File: src/rtl/core/slle_pkg.sv
package slle_pkg;

	// Bound on the line length; a line holds at most LINE_BYTES-1 characters.
	localparam int LINE_BYTES = 256;
	localparam int CNT_W      = $clog2(LINE_BYTES);
	// Number of leading characters that take part in the login compare.
	localparam int CMP_CHARS  = 8;
	localparam int CMP_IDX_W  = $clog2(CMP_CHARS);

	localparam logic [7:0] CH_BS    = 8'd8;
	localparam logic [7:0] CH_LF    = 8'd10;
	localparam logic [7:0] CH_CR    = 8'd13;
	localparam logic [7:0] CH_SPACE = 8'd32;
	localparam logic [7:0] CH_STAR  = 8'd42;
	localparam logic [7:0] CH_TILDE = 8'd126;
	localparam logic [7:0] CH_DEL   = 8'd127;

	localparam logic [1:0] REG_USER_CHARS = 2'd0;
	localparam logic [1:0] REG_USER_LEN   = 2'd1;
	localparam logic [1:0] REG_PASS_CHARS = 2'd2;
	localparam logic [1:0] REG_PASS_LEN   = 2'd3;

	localparam logic [63:0] RST_USER_CHARS = 64'd7954873642686770785;
	localparam logic [3:0]  RST_USER_LEN   = 4'd8;
	localparam logic [63:0] RST_PASS_CHARS = 64'd228509037105;
	localparam logic [3:0]  RST_PASS_LEN   = 4'd5;

	typedef enum logic [1:0] {
		OP_PRINT,
		OP_ERASE,
		OP_ENTER
	} op_t;

	typedef struct packed {
		op_t        op;
		logic [7:0] data;
	} cmd_t;

	typedef struct packed {
		logic [63:0] user_chars;
		logic [3:0]  user_len;
		logic [63:0] pass_chars;
		logic [3:0]  pass_len;
	} cfg_t;

	typedef enum logic {
		BK_IDLE,
		BK_EMIT
	} bk_state_t;

	typedef enum logic [1:0] {
		SEQ_CHAR,
		SEQ_NEWLINE,
		SEQ_ERASE
	} seq_t;

endpackage

File: src/rtl/core/serial_login_line_editor.sv
// Serial login line editor. Received bytes enter on the rx channel and edit a
// user name line and then a password line; echo bytes leave on the tx channel,
// one transaction per echo byte, with last marking the final echo of a byte and
// verdict_valid and granted riding on the carriage return that ends the password
// line. Printable bytes echo themselves (or '*' in the password), erase bytes
// echo backspace, space, backspace when the line is not empty, and line ends
// echo LF then CR. Bytes that edit nothing produce no transaction at all.
// Timing: the front classifier takes one rx transaction per cycle while the
// two-entry command queue has room, and drops meaningless bytes at once. The
// back sequencer takes a command from the queue, emits its echo bytes in order
// and takes no further command until the last echo is loaded; the tx output
// register sets the pace when the far side stalls. The expected strings and
// lengths sit in four 64-bit APB registers at byte addresses 0, 8, 16 and 24;
// only bits 3:0 of a length are stored, and lengths above eight count as
// eight. Write them only while the editor is idle.
module serial_login_line_editor (
	input  logic        clk,
	input  logic        arst_n,
	input  logic        psel,
	input  logic        penable,
	input  logic        pwrite,
	input  logic [4:0]  paddr,
	input  logic [63:0] pwdata,
	output logic [63:0] prdata,
	output logic        pready,
	input  logic        rx_valid,
	output logic        rx_ready,
	input  logic [7:0]  rx_byte,
	output logic        tx_valid,
	input  logic        tx_ready,
	output logic [7:0]  tx_byte,
	output logic        last,
	output logic        verdict_valid,
	output logic        granted
);
	import slle_pkg::*;

	cfg_t       cfg_q;
	logic [1:0] reg_idx;
	logic       wr_en;

	cmd_t push_cmd;
	cmd_t head;
	logic push;
	logic pop;
	logic q_full;
	logic q_empty;

	// Configuration registers. Register index comes from the 8-byte slot address.
	assign pready  = 1'b1;
	assign reg_idx = paddr[4:3];
	assign wr_en   = psel && penable && pwrite && pready;

	always_ff @(posedge clk or negedge arst_n) begin
		if (!arst_n) begin
			cfg_q.user_chars <= RST_USER_CHARS;
			cfg_q.user_len   <= RST_USER_LEN;
			cfg_q.pass_chars <= RST_PASS_CHARS;
			cfg_q.pass_len   <= RST_PASS_LEN;
		end else if (wr_en) begin
			unique case (reg_idx)
				REG_USER_CHARS: cfg_q.user_chars <= pwdata;
				REG_USER_LEN:   cfg_q.user_len   <= pwdata[3:0];
				REG_PASS_CHARS: cfg_q.pass_chars <= pwdata;
				REG_PASS_LEN:   cfg_q.pass_len   <= pwdata[3:0];
				default: begin
				end
			endcase
		end
	end

	always_comb begin
		unique case (reg_idx)
			REG_USER_CHARS: prdata = cfg_q.user_chars;
			REG_USER_LEN:   prdata = {60'd0, cfg_q.user_len};
			REG_PASS_CHARS: prdata = cfg_q.pass_chars;
			REG_PASS_LEN:   prdata = {60'd0, cfg_q.pass_len};
			default:        prdata = 64'd0;
		endcase
	end

	// The front classifies bytes into commands; the queue lets it keep taking
	// bytes while the back is busy echoing or stalled by tx_ready.
	slle_front u_front (
		.rx_valid (rx_valid),
		.rx_ready (rx_ready),
		.rx_byte  (rx_byte),
		.q_full   (q_full),
		.push     (push),
		.push_cmd (push_cmd)
	);

	slle_cmd_queue u_queue (
		.clk      (clk),
		.arst_n   (arst_n),
		.push     (push),
		.push_cmd (push_cmd),
		.pop      (pop),
		.head     (head),
		.full     (q_full),
		.empty    (q_empty)
	);

	// The back owns the line state, runs the compare and emits the echoes.
	slle_back u_back (
		.clk           (clk),
		.arst_n        (arst_n),
		.cfg           (cfg_q),
		.head          (head),
		.empty         (q_empty),
		.pop           (pop),
		.tx_valid      (tx_valid),
		.tx_ready      (tx_ready),
		.tx_byte       (tx_byte),
		.last          (last),
		.verdict_valid (verdict_valid),
		.granted       (granted)
	);

	// A verdict only ever rides on the closing carriage return.
	a_verdict_on_cr: assert property (@(posedge clk) disable iff (!arst_n)
		tx_valid && verdict_valid |-> last && (tx_byte == CH_CR))
		else $error("verdict outside the final carriage return");

	// Access can only be granted together with a verdict.
	a_grant_needs_verdict: assert property (@(posedge clk) disable iff (!arst_n)
		tx_valid && granted |-> verdict_valid)
		else $error("granted without verdict_valid");

	// A line feed is never the final echo of a byte.
	a_lf_not_last: assert property (@(posedge clk) disable iff (!arst_n)
		tx_valid && (tx_byte == CH_LF) && !pop |-> !last)
		else $error("line feed marked as last echo");

	// The queue never takes a command while it is full.
	a_no_push_full: assert property (@(posedge clk) disable iff (!arst_n)
		q_full |-> !push)
		else $error("command pushed into a full queue");

endmodule

File: src/rtl/core/slle_front.sv
module slle_front (
	input  logic              rx_valid,
	output logic              rx_ready,
	input  logic [7:0]        rx_byte,
	input  logic              q_full,
	output logic              push,
	output slle_pkg::cmd_t    push_cmd
);
	import slle_pkg::*;

	logic keep;

	assign rx_ready = !q_full;

	// Sort each byte into an editing command; bytes with no meaning are dropped here.
	always_comb begin
		keep          = 1'b1;
		push_cmd.op   = OP_PRINT;
		push_cmd.data = rx_byte;
		unique case (rx_byte) inside
			CH_LF, CH_CR: begin
				push_cmd.op = OP_ENTER;
			end
			CH_BS, CH_DEL: begin
				push_cmd.op = OP_ERASE;
			end
			[CH_SPACE:CH_TILDE]: begin
				push_cmd.op = OP_PRINT;
			end
			default: begin
				keep = 1'b0;
			end
		endcase
	end

	assign push = rx_valid && rx_ready && keep;

endmodule

File: src/rtl/core/slle_cmd_queue.sv
module slle_cmd_queue (
	input  logic           clk,
	input  logic           arst_n,
	input  logic           push,
	input  slle_pkg::cmd_t push_cmd,
	input  logic           pop,
	output slle_pkg::cmd_t head,
	output logic           full,
	output logic           empty
);
	import slle_pkg::*;

	cmd_t       slot_q [2];
	logic       wr_ptr_q;
	logic       rd_ptr_q;
	logic [1:0] count_q;

	always_ff @(posedge clk or negedge arst_n) begin
		if (!arst_n) begin
			wr_ptr_q <= 1'b0;
			rd_ptr_q <= 1'b0;
			count_q  <= 2'd0;
		end else begin
			if (push) begin
				wr_ptr_q <= !wr_ptr_q;
			end
			if (pop) begin
				rd_ptr_q <= !rd_ptr_q;
			end
			if (push && !pop) begin
				count_q <= count_q + 2'd1;
			end else if (pop && !push) begin
				count_q <= count_q - 2'd1;
			end
		end
	end

	always_ff @(posedge clk) begin
		if (push) begin
			slot_q[wr_ptr_q] <= push_cmd;
		end
	end

	assign head  = slot_q[rd_ptr_q];
	assign full  = (count_q == 2'd2);
	assign empty = (count_q == 2'd0);

endmodule

File: src/rtl/core/slle_back.sv
module slle_back (
	input  logic           clk,
	input  logic           arst_n,
	input  slle_pkg::cfg_t cfg,
	input  slle_pkg::cmd_t head,
	input  logic           empty,
	output logic           pop,
	output logic           tx_valid,
	input  logic           tx_ready,
	output logic [7:0]     tx_byte,
	output logic           last,
	output logic           verdict_valid,
	output logic           granted
);
	import slle_pkg::*;

	bk_state_t state_q, state_d;
	seq_t      seq_q;
	logic [1:0] step_q;
	logic [7:0] echo_q;
	logic       vv_q;
	logic       ok_q;

	logic [CNT_W-1:0] char_count_q;
	logic [CNT_W-1:0] user_count_q;
	logic             field_q;
	// Only the leading characters can decide a match, so only they are kept.
	logic [CMP_CHARS-1:0][7:0] user_sh_q;
	logic [CMP_CHARS-1:0][7:0] pass_sh_q;

	logic       out_valid_q;
	logic [7:0] out_byte_q;
	logic       out_last_q;
	logic       out_vv_q;
	logic       out_gr_q;

	logic       start;
	logic       load;
	logic       res_last;
	logic       res_vv;
	logic [7:0] res_byte;
	logic       match;

	function automatic logic line_match(input logic [CMP_CHARS-1:0][7:0] line,
	                                    input logic [CNT_W-1:0] count,
	                                    input logic [63:0] chars,
	                                    input logic [3:0] len_raw);
		logic [3:0] len;
		logic       ok;
		len = (len_raw > 4'd8) ? 4'd8 : len_raw;
		ok  = (count == CNT_W'(len));
		for (int i = 0; i < CMP_CHARS; i++) begin
			if ((i < int'(len)) && (line[i] != chars[8*i +: 8])) begin
				ok = 1'b0;
			end
		end
		return ok;
	endfunction

	assign match = line_match(user_sh_q, user_count_q, cfg.user_chars, cfg.user_len)
	            && line_match(pass_sh_q, char_count_q, cfg.pass_chars, cfg.pass_len);

	// Next state.
	always_comb begin
		state_d = state_q;
		unique case (state_q)
			BK_IDLE: begin
				if (start) begin
					state_d = BK_EMIT;
				end
			end
			BK_EMIT: begin
				if (load && res_last) begin
					state_d = BK_IDLE;
				end
			end
			default: begin
				state_d = BK_IDLE;
			end
		endcase
	end

	// Outputs of the sequencer.
	always_comb begin
		pop  = 1'b0;
		load = 1'b0;
		unique case (state_q)
			BK_IDLE: begin
				pop = !empty;
			end
			BK_EMIT: begin
				load = !out_valid_q || tx_ready;
			end
			default: begin
			end
		endcase
	end

	// A popped command starts an echo sequence unless it changes nothing.
	always_comb begin
		start = 1'b0;
		if (pop) begin
			case (head.op)
				OP_ENTER: start = 1'b1;
				OP_ERASE: start = (char_count_q != '0);
				OP_PRINT: start = (char_count_q < CNT_W'(LINE_BYTES - 1));
				default:  start = 1'b0;
			endcase
		end
	end

	always_comb begin
		res_byte = echo_q;
		res_last = 1'b1;
		res_vv   = 1'b0;
		case (seq_q)
			SEQ_NEWLINE: begin
				res_byte = (step_q == 2'd0) ? CH_LF : CH_CR;
				res_last = (step_q != 2'd0);
				res_vv   = (step_q != 2'd0) && vv_q;
			end
			SEQ_ERASE: begin
				res_byte = (step_q == 2'd1) ? CH_SPACE : CH_BS;
				res_last = (step_q == 2'd2);
			end
			default: begin
				res_byte = echo_q;
				res_last = 1'b1;
			end
		endcase
	end

	always_ff @(posedge clk or negedge arst_n) begin
		if (!arst_n) begin
			state_q      <= BK_IDLE;
			step_q       <= 2'd0;
			char_count_q <= '0;
			user_count_q <= '0;
			field_q      <= 1'b0;
			out_valid_q  <= 1'b0;
		end else begin
			state_q <= state_d;
			if (start) begin
				step_q <= 2'd0;
			end else if (load) begin
				step_q <= step_q + 2'd1;
			end
			if (pop) begin
				case (head.op)
					OP_ENTER: begin
						if (!field_q) begin
							user_count_q <= char_count_q;
						end
						field_q      <= !field_q;
						char_count_q <= '0;
					end
					OP_ERASE: begin
						if (start) begin
							char_count_q <= char_count_q - CNT_W'(1);
						end
					end
					default: begin
						if (start) begin
							char_count_q <= char_count_q + CNT_W'(1);
						end
					end
				endcase
			end
			if (load) begin
				out_valid_q <= 1'b1;
			end else if (tx_ready) begin
				out_valid_q <= 1'b0;
			end
		end
	end

	always_ff @(posedge clk) begin
		if (pop) begin
			vv_q <= field_q;
			ok_q <= match;
			echo_q <= field_q ? CH_STAR : head.data;
			case (head.op)
				OP_ENTER: seq_q <= SEQ_NEWLINE;
				OP_ERASE: seq_q <= SEQ_ERASE;
				default:  seq_q <= SEQ_CHAR;
			endcase
			if (head.op == OP_PRINT && start && char_count_q < CNT_W'(CMP_CHARS)) begin
				if (field_q) begin
					pass_sh_q[char_count_q[CMP_IDX_W-1:0]] <= head.data;
				end else begin
					user_sh_q[char_count_q[CMP_IDX_W-1:0]] <= head.data;
				end
			end
		end
		if (load) begin
			out_byte_q <= res_byte;
			out_last_q <= res_last;
			out_vv_q   <= res_vv;
			out_gr_q   <= res_vv && ok_q;
		end
	end

	assign tx_valid      = out_valid_q;
	assign tx_byte       = out_byte_q;
	assign last          = out_last_q;
	assign verdict_valid = out_vv_q;
	assign granted       = out_gr_q;

endmodule
File: config.mk
export PLATFORM = sky130hd
export DESIGN_NAME = serial_login_line_editor
export DESIGN_NICKNAME = d
export VERILOG_FILES = /design/src/rtl/core/slle_pkg.sv /design/src/rtl/core/serial_login_line_editor.sv /design/src/rtl/core/slle_front.sv /design/src/rtl/core/slle_cmd_queue.sv /design/src/rtl/core/slle_back.sv
export SDC_FILE = /design/constraint.sdc
export NUM_CORES = 1
export LEC_CHECK = 0
export BUFFER_PORTS_ARGS = -buffer_cell sky130_fd_sc_hd__buf_2
export CAP_MARGIN = 30
export CELL_PAD_IN_SITES_DETAIL_PLACEMENT = 0
export CELL_PAD_IN_SITES_GLOBAL_PLACEMENT = 1
export CORE_UTILIZATION = 49
export CTS_CLUSTER_SIZE = 8
export DETAILED_ROUTE_END_ITERATION = 10
export PLACE_DENSITY_LB_ADDON = 0.1
export SLEW_MARGIN = 20
export SYNTH_ARGS = -nofsm -noshare
export SYNTH_HDL_FRONTEND = slang
export SYNTH_SLANG_ARGS = --single-unit
File: constraint.sdc
create_clock -name clk -period 4.6 [get_ports clk]
set_input_delay 0.46 -clock clk [delete_from_list [all_inputs] [get_ports clk]]
set_output_delay 0.46 -clock clk [all_outputs]
set_load 0.005 [all_outputs]
# --- After elaboration in Yosys (flattened, before gate mapping) ---
# Memories as Yosys holds them, arrays and structs flattened.
# Cells that the tools add are included.
word_totals:
  regBits: 312
  ramBits: 20
  inputBits: 84
  out_inout_bits: 78
  elab_cells: 212
  memories: 1
memory_table:
  columns: ["memory", "depth", "width", "read_ports", "rd_clocked_by_memory_dff", "wr", "line_no", "rtl"]
  rows:
  - ["u_queue.slot_q", 2, 10, 1, 0, 1, "slle_cmd_queue.sv:13", "cmd_t slot_q [2];"]
op_classes:
  addsub: 5
  order_cmp: 24
  n_eq_ne: 33
  n_mux: 49
  bitwise: 2
  reduce_logical: 61
ops:
  columns: ["op", "n"]
  rows:
  - ["case mux 64 bit (4 select lines)", 1]
  - ["bitwise mux 64 bit", 2]
  - ["!= test 8 bit", 16]
  - ["less-than comparator 3 x 4 -> 1 bit (first input constant)", 8]
  - ["case mux 8 bit (2 select lines)", 2]
  - ["logical AND 1 bit", 30]
  - ["2-to-1 mux 1 bit", 27]
  - ["demux 8 bit (select 3 bit)", 1]
  - ["equality test 8 x 4 -> 1 bit (second input constant)", 3]
  - ["2-to-1 mux 8 bit", 3]
  - ["equality test 8 x 4 -> 1 bit", 2]
  - ["less-than comparator 1 x 4 -> 1 bit (first input constant)", 4]
  - ["less-than comparator 2 x 4 -> 1 bit (first input constant)", 4]
  - ["equality test 2 bit (second input constant)", 6]
  - ["AND reduction 3 bit", 4]
  - ["AND reduction 2 bit", 5]
  - ["nonzero test 2 bit", 5]
  - ["adder 8 x 1 -> 8 bit (second input constant)", 1]
  - ["equality test 2 x 1 -> 1 bit (second input constant)", 4]
  - ["equality test 8 x 7 -> 1 bit (second input constant)", 1]
  - ["greater-or-equal comparator 8 x 6 -> 1 bit (second input constant)", 1]
  - ["> comparator 4 bit (second input constant)", 2]
  - ["less-or-equal comparator 8 x 7 -> 1 bit (second input constant)", 1]
  - ["logical NOT 1 bit", 8]
  - ["other kinds (21)", 33]

# --- Depth between registers and ports, before layout ---
logic_depth:
  ltp_word: 13
  ltp_mapped: 11
  ltp_nobuf: 10

# --- Cells and area by module ---
# A second synthesis with hierarchy kept.
hier_totals:
  cells_unflattened: 1057
  hier_area_um2: 14976.9
by_module_without_submodules:
  columns: ["mod", "instances", "cells_per_inst", "area_per_inst_um2", "seq_area_each_um2"]
  rows:
  - ["slle_back", 1, 556, 7793.7, 5059.9]
  - ["serial_login_line_editor", 1, 432, 6127.1, 3472.1]
  - ["slle_cmd_queue", 1, 47, 913.4, 700.7]
  - ["slle_front", 1, 22, 142.6, 0.0]

# --- Worst setup path after synthesis ---
# No wires, ideal clock.
synth_timing:
  path_kind: "reg-to-reg"
  start: "register u_queue.rd_ptr_q"
  end: "register u_back.user_sh_q[16] (netlist bit), enable pin"
  setup_ns: 0.383
  t_arrival_ns: 2.885
  path_slack_ns: 1.332
  path_stages_with_launch: 10
  n_path_buf: 1
  synth_period_minus_slack_ns: 3.268
  path_cell_list: "dfrtp_1 -> clkbuf_1 -> mux2i_1 -> inv_1 -> ha_1 -> o31ai_1 -> a31oi_1 -> nand4b_1 -> or2_2 -> nor3_1"
synth_between:
  elab_chain_cells: 7
synth_lines:
  columns: ["item", "line_no", "rtl"]
  rows:
  - ["start: declaration", "slle_cmd_queue.sv:15", "logic rd_ptr_q;"]
  - ["start signal: assignment", "slle_cmd_queue.sv:28", "rd_ptr_q <= !rd_ptr_q;"]
  - ["memory read (2 x 10 bit) (*)", null, null]
  - ["equality test 2 x 1 -> 1 bit, or another cell as far along", "slle_back.sv:103", "case (head.op)"]
  - ["case mux 1 bit (3 select lines)", "slle_back.sv:103", null]
  - ["2-to-1 mux 1 bit", "slle_back.sv:102", "if (pop) begin"]
  - ["logical AND 1 bit (*) (2 in series)", "slle_back.sv:187", "if (head.op == OP_PRINT && start && char_count_q < CNT_W'(CMP_CHARS)) begin"]
  - ["AND reduction 3 bit (no line) (*)", null, null]
  - ["end signal: indexed assignment", "slle_back.sv:191", "user_sh_q[char_count_q[CMP_IDX_W-1:0]] <= head.data;"]
  - ["end: declaration", "slle_back.sv:28", "logic [CMP_CHARS-1:0][7:0] user_sh_q;"]
# Every way passes the cells marked *; elsewhere a longest branch is shown, timed or not.
# A chain may end at the register's enable or synchronous reset.

# --- Worst setup path in the final report ---
layout_timing:
  start: "register u_queue.rd_ptr_q"
  end: "register u_back.pass_sh_q[40] (netlist bit), enable pin"
layout_between:
  elab_chain_cells: 7
layout_lines:
  columns: ["item", "line_no", "rtl"]
  rows:
  - ["memory read (2 x 10 bit) (*)", null, null]
  - ["equality test 2 x 1 -> 1 bit, or another cell as far along", "slle_back.sv:103", null]
  - ["case mux 1 bit (3 select lines)", "slle_back.sv:103", null]
  - ["2-to-1 mux 1 bit", "slle_back.sv:102", null]
  - ["logical AND 1 bit (*) (2 in series)", "slle_back.sv:187", null]
  - ["AND reduction 3 bit (no line) (*)", null, null]
  - ["end signal: indexed assignment", "slle_back.sv:189", "pass_sh_q[char_count_q[CMP_IDX_W-1:0]] <= head.data;"]
  - ["end: declaration", "slle_back.sv:29", "logic [CMP_CHARS-1:0][7:0] pass_sh_q;"]
# Marks and branches as above.

==> impl_metrics.toml <==
[worst_setup_path]
r2r_cells = 7
critical_path.top_delay_family = "simple AND/OR/NAND/NOR gates"
cp_max_fo = 12
criticalPathCategory = "reg2reg"
cp_data_required_time_ns = 4.76
cp.arrival_ns = 4.06
max_stage_delay_ns = 0.64
cp_slowest_cell = "dfrtp_1"
crit_buf_inv = 0
cp-end-kind = "flip-flop"
reg2reg_to = "u_back.pass_sh_q[40]"
r2r-start = "u_queue.rd_ptr_q"
reg2reg_setup_slack_ns = 0.70
crit_chain = "mux2i_1, ha_1, o31ai_1, a31oi_1, nand4_1, nand2b_1, nor2_1"
start_kind = "flip-flop"

[sta]
final.min_clock_period_ns = 3.90
slew_headroom = 0.422
setup_viol = 0
finalHoldViolCount = 12
whs_ns = -0.0197
rsz0062_at_grt = "false"
setup_tns_ns = 0
max_freq_ghz = 0.256
period_share = 0.848
fin_skew_ns = 0.0201
tightest_slew_ns = 0.866
maxSlewViolCount = 0
fin_ws_ns = 0.698

[logic_synthesis]
async_flop_share = 0.485
yosysTopAreaCellShare = 0.346
syn_area_sq_um = 14800
ys.flop_type = "edfxtp_1"
ys_seq_elements = 332
postSynthCellCount = 1047
synth.most_common_cell = "edfxtp_1"
synth_top_cell_by_area = "edfxtp_1"
synth.area.top_cells = "edfxtp_1, dfrtp_1, mux2_2, dfstp_2, xor2_1"
synth_top_cells_by_count = "edfxtp_1, mux2_2, dfrtp_1"
synth_seq_area_share = 0.622
synth.lib_cells_used.distinct = 52
syn_nets = 1147
avgSynthCellArea_sq_um = 14.2
synth_warnings = 0
synth_edf_count = 171

[floorplan]
core_area_sq_um = 29700
die_x_um = 176
die-height_um = 176
start_util = 0.499
boundaryPins = 162
fp-row-count = 63
die_area_sq_um = 31000

[pwr]
ir_drop_mv = 0.421
power_density_nw_per_um2 = 553
p_total_mw = 9.68
leakagePower_nw = 7.11

[global_routing]
use_met3 = 0.0366
busiest_layer = "met2"
use_met1 = 0.303
antenna_found_initial = 1
grt_pass1_vias = 8891
grt_pass1_wl_um = 52000
met2_usage = 0.370
grt_use_total = 0.223
grt_max_degree = 87
grt.overflow.total = 0

[detailed_routing]
vias = 8908
drtIter0Drc = 439
route.detailed.drc = 0
drtPass1Iterations = 4
via_per_inst = 5.37
wl_per_cell_um = 20.3
ant_nets = 0
wirelength_um = 33700

[final_layout]
instances_no_fill = 1660
utilization = 0.589
drive_above_1_share = 0.350
nets = 1330
fill_cells = 2379
register_area_sq_um = 9230
multiInputGateArea_sq_um = 5400
area_growth_pct = 17.9

[clocking]
numClockSinks = 332
cts_buffers = 47
root_buffer = "clkbuf_16"
clk_pin_slew_worst_paths_ns = 0.05
postCtsHoldBufs = 0
clkLatencyLatePin_ns = 0.54
cts.path.max_buffers = 3
postCtsSetupBuffers = 0
cts-resized-gates = 0
htreeDepth = 2
cts_tree = "built"

[place]
portBuffers = 157
gp_congestion = 0.798
dp_hpwl_um = 22300
dp_slack_ns = 0.691
dp.cells = 1570

[status]
failed_checks = "hold timing"
outcome = "complete, but fails checks"

[run]
maxCapViolCount = 0

[min_path]
min_path_type = "in2async"
-- worst reg2reg max path: cells and delay by family (launching register included) --
family	cells	cell delay (ns)
mux	1	0.52
simple gates	3	1.26
compound gates	2	0.53
flops	1	0.64
fa+ha+maj	1	0.57
-- how the worst max path moves through the flow --
| stage | start | to | depth (start not counted) |
|---|---|---|---|
| after floorplan | u_queue.rd_ptr_q | u_back.user_sh_q[16] | 9 |
| after global placement | u_queue.rd_ptr_q | u_back.user_sh_q[13] | 7 |
| after detailed placement | u_queue.rd_ptr_q | u_back.pass_sh_q[28] | 7 |
| after CTS | u_queue.rd_ptr_q | u_back.pass_sh_q[27] | 7 |
| after global routing | u_queue.rd_ptr_q | u_back.user_sh_q[12] | 7 |
| final | u_queue.rd_ptr_q | u_back.pass_sh_q[40] | 7 |
-- registers in the layout, indices dropped and copies added, names as in the netlist, 2 cells and up --
register             cells
cfg_q                  136
u_back.echo_q            8
u_back.user_sh_q        64
u_back.user_count_q      8
u_back.tx_byte           8
u_back.pass_sh_q        64
u_back.seq_q             2
u_queue.count_q          2
u_queue.slot_q          20
u_back.char_count_q      8
u_back.step_q            2
-- metal layers --
layer | wire (um) | vias up
li1 | - | 4167
met1 | 15200 | 4486
met2 | 16500 | 205
met3 | 1480 | 50
met4 | 601 | 0
met5 | 0 | -
-- metrics by stage --
stage	hold slack (ns)	area, sq um
2_1_floorplan	0.164	14800
3_3_place_gp	0.473	16100
3_5_place_dp	0.474	16100
4_1_cts	0.0148	17500
5_1_grt	0.0465	17500
6_report	-0.0197	17500
-- cells in the final DEF (no fill, tap or decap), drive strengths merged, types with 9 or more instances in the layout --
| cell type | synthesis | layout |
|---|---|---|
| clkbuf | 27 | 86 |
| inv | 20 | 21 |
| xnor2 | 41 | 41 |
| nand2 | 27 | 27 |
| edfxtp | 171 | 171 |
| nand3 | 9 | 9 |
| dfstp | 55 | 55 |
| dfrtp | 106 | 106 |
| nand4 | 14 | 14 |
| a21oi | 12 | 12 |
| mux2 | 152 | 152 |
| nor4 | 25 | 25 |
| xor2 | 102 | 102 |
| nand2b | 10 | 10 |
| buf | 8 | 168 |
| mux2i | 62 | 62 |
| nor2 | 95 | 95 |
| o21ai | 10 | 10 |
| ha | 15 | 15 |
-- cell type report --
type,instances,share of cell area
Sequential cell,332,0.528
Multi-Input combinational cell,660,0.309
Clock buffer,85,0.0766
Timing Repair Buffer,169,0.0513
Tap cell,390,0.0279
Inverter,20,0.00429
Clock inverter,3,0.00315
Antenna cell,1,0.000143
-- kinds of logic after synthesis --
| group | Yosys count | synth area share |
|---|---|---|
| compound gates | 56 | 0.0258 |
| buf+inv | 55 | 0.0148 |
| simple gates | 226 | 0.0754 |
| fa+ha+maj | 16 | 0.0140 |
| mux | 218 | 0.163 |
| other cells | 1 | 0.000253 |
| flops | 332 | 0.622 |
| xor+xnor | 143 | 0.0844 |
-- where the power goes --
group	switching, mW	internal [mW]	leakage [nW]
clock	1.22	2.00	0.661
sequential	0.520	3.90	3.44
combinational	1.08	0.941	3.02
total	2.83	6.85	7.11
Note: power is estimated with default switching activity, not from simulation.
